--- config.mk ---
export PLATFORM = sky130hd
export DESIGN_NAME = mbef_box_unit
export DESIGN_NICKNAME = d
export VERILOG_FILES = /design/src/hdl/mbef_pkg.sv /design/src/hdl/mbef_box_unit.sv
export SDC_FILE = /design/constraint.sdc
export NUM_CORES = 1
export LEC_CHECK = 0
export BUFFER_PORTS_ARGS = -buffer_cell sky130_fd_sc_hd__clkbuf_2
export CAP_MARGIN = 20
export CORE_ASPECT_RATIO = 2
export CORE_MARGIN = 4
export CORE_UTILIZATION = 50
export DETAILED_ROUTE_END_ITERATION = 10
export GPL_TIMING_DRIVEN = 1
export PLACE_DENSITY = 0.89
export SYNTH_ARGS = -nofsm -noshare
export SYNTH_HDL_FRONTEND = slang
export SYNTH_SLANG_ARGS = --single-unit
--- constraint.sdc ---
create_clock -name vclk -period 5.9
set_input_delay 1.18 -clock vclk [all_inputs]
set_output_delay 1.18 -clock vclk [all_outputs]
set_load 0.03 [all_outputs]
--- src/hdl/mbef_pkg.sv ---
// Shared constants, types and helper functions of the minibox edge finder.
// Used by all RTL files but mbef_out_if and mbef_cfg_if; depends on nothing.
package mbef_pkg;

  // Sizing of the point store and the coordinate format.
  localparam int MAX_POINTS    = 64;
  localparam int MAX_DIM       = 8;
  localparam int COORD_WIDTH   = 32;
  localparam int RESULT_CAP    = 63;
  localparam int NUM_IN_COORDS = 8;

  // Derived widths.
  localparam int PIDX_W = $clog2(MAX_POINTS);
  localparam int CNT_W  = $clog2(MAX_POINTS + 1);
  localparam int DIM_W  = (MAX_DIM > 1) ? $clog2(MAX_DIM) : 1;
  localparam int DEPTH  = MAX_POINTS * MAX_DIM;
  localparam int ADDR_W = $clog2(DEPTH);
  localparam int RES_W  = $clog2(RESULT_CAP + 1);

  // Opcodes of an input transaction.
  localparam logic [1:0] OP_LOAD  = 2'd0;
  localparam logic [1:0] OP_QUERY = 2'd1;
  localparam logic [1:0] OP_CLEAR = 2'd2;

  // Status codes of a result transaction.
  localparam logic [1:0] ST_EDGE   = 2'd0;
  localparam logic [1:0] ST_NOEDGE = 2'd1;
  localparam logic [1:0] ST_FULL   = 2'd2;

  typedef logic signed [COORD_WIDTH-1:0] coord_t;
  typedef logic signed [31:0]            in_coord_t;

  // Result of the shared compare unit.
  typedef struct packed {
    logic gt_lo;
    logic lt_hi;
  } cmp_res_t;

  // Reduce or sign-extend an incoming Q16.16 value to the stored width.
  function automatic coord_t to_coord(input in_coord_t raw);
    return coord_t'(raw);
  endfunction

  // Index of the last compared axis, with the register value clamped.
  function automatic logic [DIM_W-1:0] last_dim(input logic [3:0] dims);
    int d;
    d = int'(dims);
    if (d == 0) d = 1;
    if (d > MAX_DIM) d = MAX_DIM;
    return DIM_W'(d - 1);
  endfunction

endpackage

--- src/hdl/mbef_box_unit.sv ---
// Shared signed compare unit: tests one value against a lower and upper bound.
// Depends on mbef_pkg for the coordinate and result types.
module mbef_box_unit (
  input  mbef_pkg::coord_t   v,
  input  mbef_pkg::coord_t   lo,
  input  mbef_pkg::coord_t   hi,
  output mbef_pkg::cmp_res_t res
);

  // Strict comparisons; a value on the box border is not inside.
  assign res.gt_lo = (v > lo);
  assign res.lt_hi = (v < hi);

endmodule

# Word-level counts from Yosys, hierarchy flattened
# Cells that the tools add are included.
[totals]
reg_bits = 0
wordCells = 2
[op_classes]
magnitude_cmp = 2
[ops]
columns = ["operator", "n"]
rows = [
  ["$gt 32x32->1", 1],
  ["$lt 32x32->1", 1],
]

# Logic depth before layout (Yosys ltp)
[depth]
depth_word = 1
ltp_mapped = 8

# Least setup slack after synthesis
# Ideal clock, no wire load.
[synth_path]
kind = "input -> output"
startpoint = "input port lo[14]"
endpoint = "output port res[1] in the netlist's numbering"
arrival_time_ns = 2.949
setup_slack_ns = 1.771
cell_stages = 8
path_buffers = 0
path_cell_list = "inv_1 ha_1 nand4_1 nor4_1 a21boi_1 o31ai_1 o2111ai_1 mux2i_1"
[synth_lines]
columns = ["element", "line_no", "text"]
rows = [
  ["from (decl)", "mbef_box_unit.sv:5", "input mbef_pkg::coord_t lo,"],
  ["to (decl)", "mbef_box_unit.sv:7", "output mbef_pkg::cmp_res_t res"],
]

==> insert_results.sql <==
INSERT INTO impl_metrics (metric_group, metric, value, unit) VALUES
('run_status', 'outcome', 'complete, no violations', ''),
('clock_network', 'post_cts_hold_buffer_count', '0', ''),
('floorplan', 'die_height', '88.3', 'µm'),
('route', 'post_drt_wl_per_cell', '12.4', 'µm'),
('global_routing', 'number_of_global_route_vias_before_repair', '1971', ''),
('yosys', 'synth_cells', '226', ''),
('setup_path', 'timing_worst_setup_path_type', 'input port to primary output', ''),
('route', 'ant_nets', '0', ''),
('setup_path', 'path_max_fanout', '3', ''),
('power_and_ir_drop', 'power-per-cell-area', '64.9', 'nW/µm²'),
('cells_and_area', 'num-clock-buffers', '0', ''),
('global_routing', 'grt_max_degree', '5', ''),
('route', 'detailroute.via_count', '1895', ''),
('yosys', 'synth.top_cells.by_count', '65 x sky130_fd_sc_hd__inv_1, 63 x sky130_fd_sc_hd__ha_1, 23 x sky130_fd_sc_hd__a21oi_1, 13 x sky130_fd_sc_hd__nand4_1, 11 x sky130_fd_sc_hd__nand2_1', ''),
('yosys', 'synth_seq_area_share', '0', '%'),
('setup_path', 'critical-path-top-delay-family', 'simple AND/OR/NAND/NOR gates', ''),
('yosys', 'synth_area_per_inst', '7.14', 'µm²'),
('yosys', 'mappedNetlistArea', '1610', 'µm²'),
('route', 'initialDrtViolationCount', '23', ''),
('yosys', 'synth.distinct_cells', '30', ''),
('job', 'drv.max_cap_violation_count', '0', ''),
('global_routing', 'antenna_found_initial', '0', ''),
('cells_and_area', 'drive_above_1_share', '31.5', '%'),
('placement', 'postPlaceCellArea', '2140', 'µm²'),
('setup_path', 'cp_common_cell', 'sky130_fd_sc_hd__clkbuf_2', ''),
('cells_and_area', 'seqCellArea', '0', 'µm²'),
('cells_and_area', 'utilization', '67.9', '%'),
('power_and_ir_drop', 'p_leak', '0.00144', 'µW'),
('yosys', 'synthesis.nets', '385', ''),
('sta', 'period_needed', '4.29', 'ns'),
('cells_and_area', 'insertedDiodeCount', '0', ''),
('yosys', 'synth_area_leader_cell', 'sky130_fd_sc_hd__ha_1', ''),
('global_routing', 'grt_ovf', '0', ''),
('placement', 'pre_cts_slack', '1.61', 'ns'),
('sta', 'finalHoldViolations', '0', ''),
('placement', 'buffer_ports.inserted', '98', ''),
('setup_path', 'crit_chain', 'clkbuf_2 -> inv_1 -> ha_1 -> nand4_1 -> nor4_1 -> a21boi_1 -> o31ai_1 -> o2111ai_1 -> mux2i_1 -> clkbuf_2', ''),
('clock_network', 'cts_post_setup_buffers_inserted', '0', ''),
('cells_and_area', 'n_sequential_cell', '0', ''),
('setup_path', 'critPathBufInv', '3', ''),
('sta', 'timing.fmax', '0.233', 'GHz'),
('floorplan', 'number_of_i_o_pins', '98', ''),
('sta', 'max_slew_margin', '71.7', '%'),
('yosys', 'yosys_warnings', '0', ''),
('sta', 'setup_tns', '0', 'ns'),
('floorplan', 'rows', '29', ''),
('cells_and_area', 'fillerInstances', '300', ''),
('placement', 'gp_routability_congestion', '0.832', ''),
('sta', 'final-setup-viol-count', '0', ''),
('hold_path', 'hold_path_class', 'input port to primary output', ''),
('power_and_ir_drop', 'total_power', '139', 'µW'),
('route', 'wl', '4.40', 'mm'),
('sta', 'post-route-period-util', '72.7', '%'),
('floorplan', 'core_region', '3160', 'µm²'),
('clock_network', 'ctsResizeCount', '0', ''),
('placement', 'hpwl', '4.27', 'mm'),
('setup_path', 'slowest_delay', '0.46', 'ns'),
('sta', 'worst_pin_slew', '0.420', 'ns'),
('floorplan', 'floorplan.initialDensity', '51.1', '%'),
('yosys', 'yosys.cell_count.top_type', 'sky130_fd_sc_hd__inv_1', ''),
('global_routing', 'grt_first_pass_wirelength', '7.07', 'mm'),
('setup_path', 'required_worst_endpoint', '4.72', 'ns'),
('setup_path', 'critical_path.endpoint_type', 'primary output', ''),
('sta', 'final.setup.worst_slack', '1.61', 'ns'),
('yosys', 'yosys-top-cells-area', 'sky130_fd_sc_hd__ha_1 49%, sky130_fd_sc_hd__inv_1 15%, sky130_fd_sc_hd__a21oi_1 7.1%', ''),
('route', 'drt_pre_antenna_iters', '4', ''),
('floorplan', 'design.die.area', '4250', 'µm²'),
('cells_and_area', 'multi_input_gate_area', '1370', 'µm²'),
('sta', 'finalMaxSlewViolations', '0', ''),
('yosys', 'yosys.area.top_type_share', '48.9', '%'),
('cells_and_area', 'finish.instance_area', '2140', 'µm²');
-- area by class of cell --
| type | instances | share of cell area (%) |
|---|---|---|
| inverters | 65 | 11.4 |
| multi-input cells | 161 | 63.9 |
| well taps | 31 | 1.81 |
| repair buffers | 98 | 22.9 |
-- per-layer routing --
layer  vias up  part of all wire, %  track usage [%]
li1        984                    -                -
met5         -                    0                0
met2        69                   60             46.1
met1       834                   30             17.6
met4         0                  2.5             5.15
met3         8                  6.9             2.85
-- power breakdown --
part / internal, µW / switching [µW]
Clock: 0 / 0
Sequential: 0 / 0
Combinational: 68.5 / 70.6
Total: 68.5 / 70.6
-- logic make-up after synthesis --
group | after synthesis | share of synthesized area [%]
AOI/OAI and AO/OA | 53 | 21.0
adders and majority gates | 63 | 48.9
and+or+nand+nor | 44 | 14.4
buffers and inverters | 65 | 15.1
muxes | 1 | 0.621
-- cells in the final DEF (no fill, tap or decap), drive strengths merged, types with 2 or more instances in the layout --
cell / synthesis / layout
nand2: 11 / 11
nor2b: 2 / 2
a41oi: 2 / 2
o21ai: 9 / 9
nor4: 3 / 3
nor2: 5 / 5
a21oi: 24 / 24
o31ai: 2 / 2
nand4: 13 / 13
clkbuf: 0 / 98
ha: 63 / 63
a21o: 8 / 8
nand3: 5 / 5
inv: 65 / 65
-- metrics by stage --
stage,hold slack (ns),cells
floorplan,2.73,226
global placement,2.90,355
detailed placement,2.90,355
CTS,2.91,355
global route,2.96,355
finish,2.91,355
-- worst paths after layout --
kind	start	to	slack [ns]	cells past startpoint
worst max-delay path	lo[14]	res[1]	1.61	10
worst min-delay path	v[31]	res[1]	2.91	4
Power figures use the tool's default switching activity.
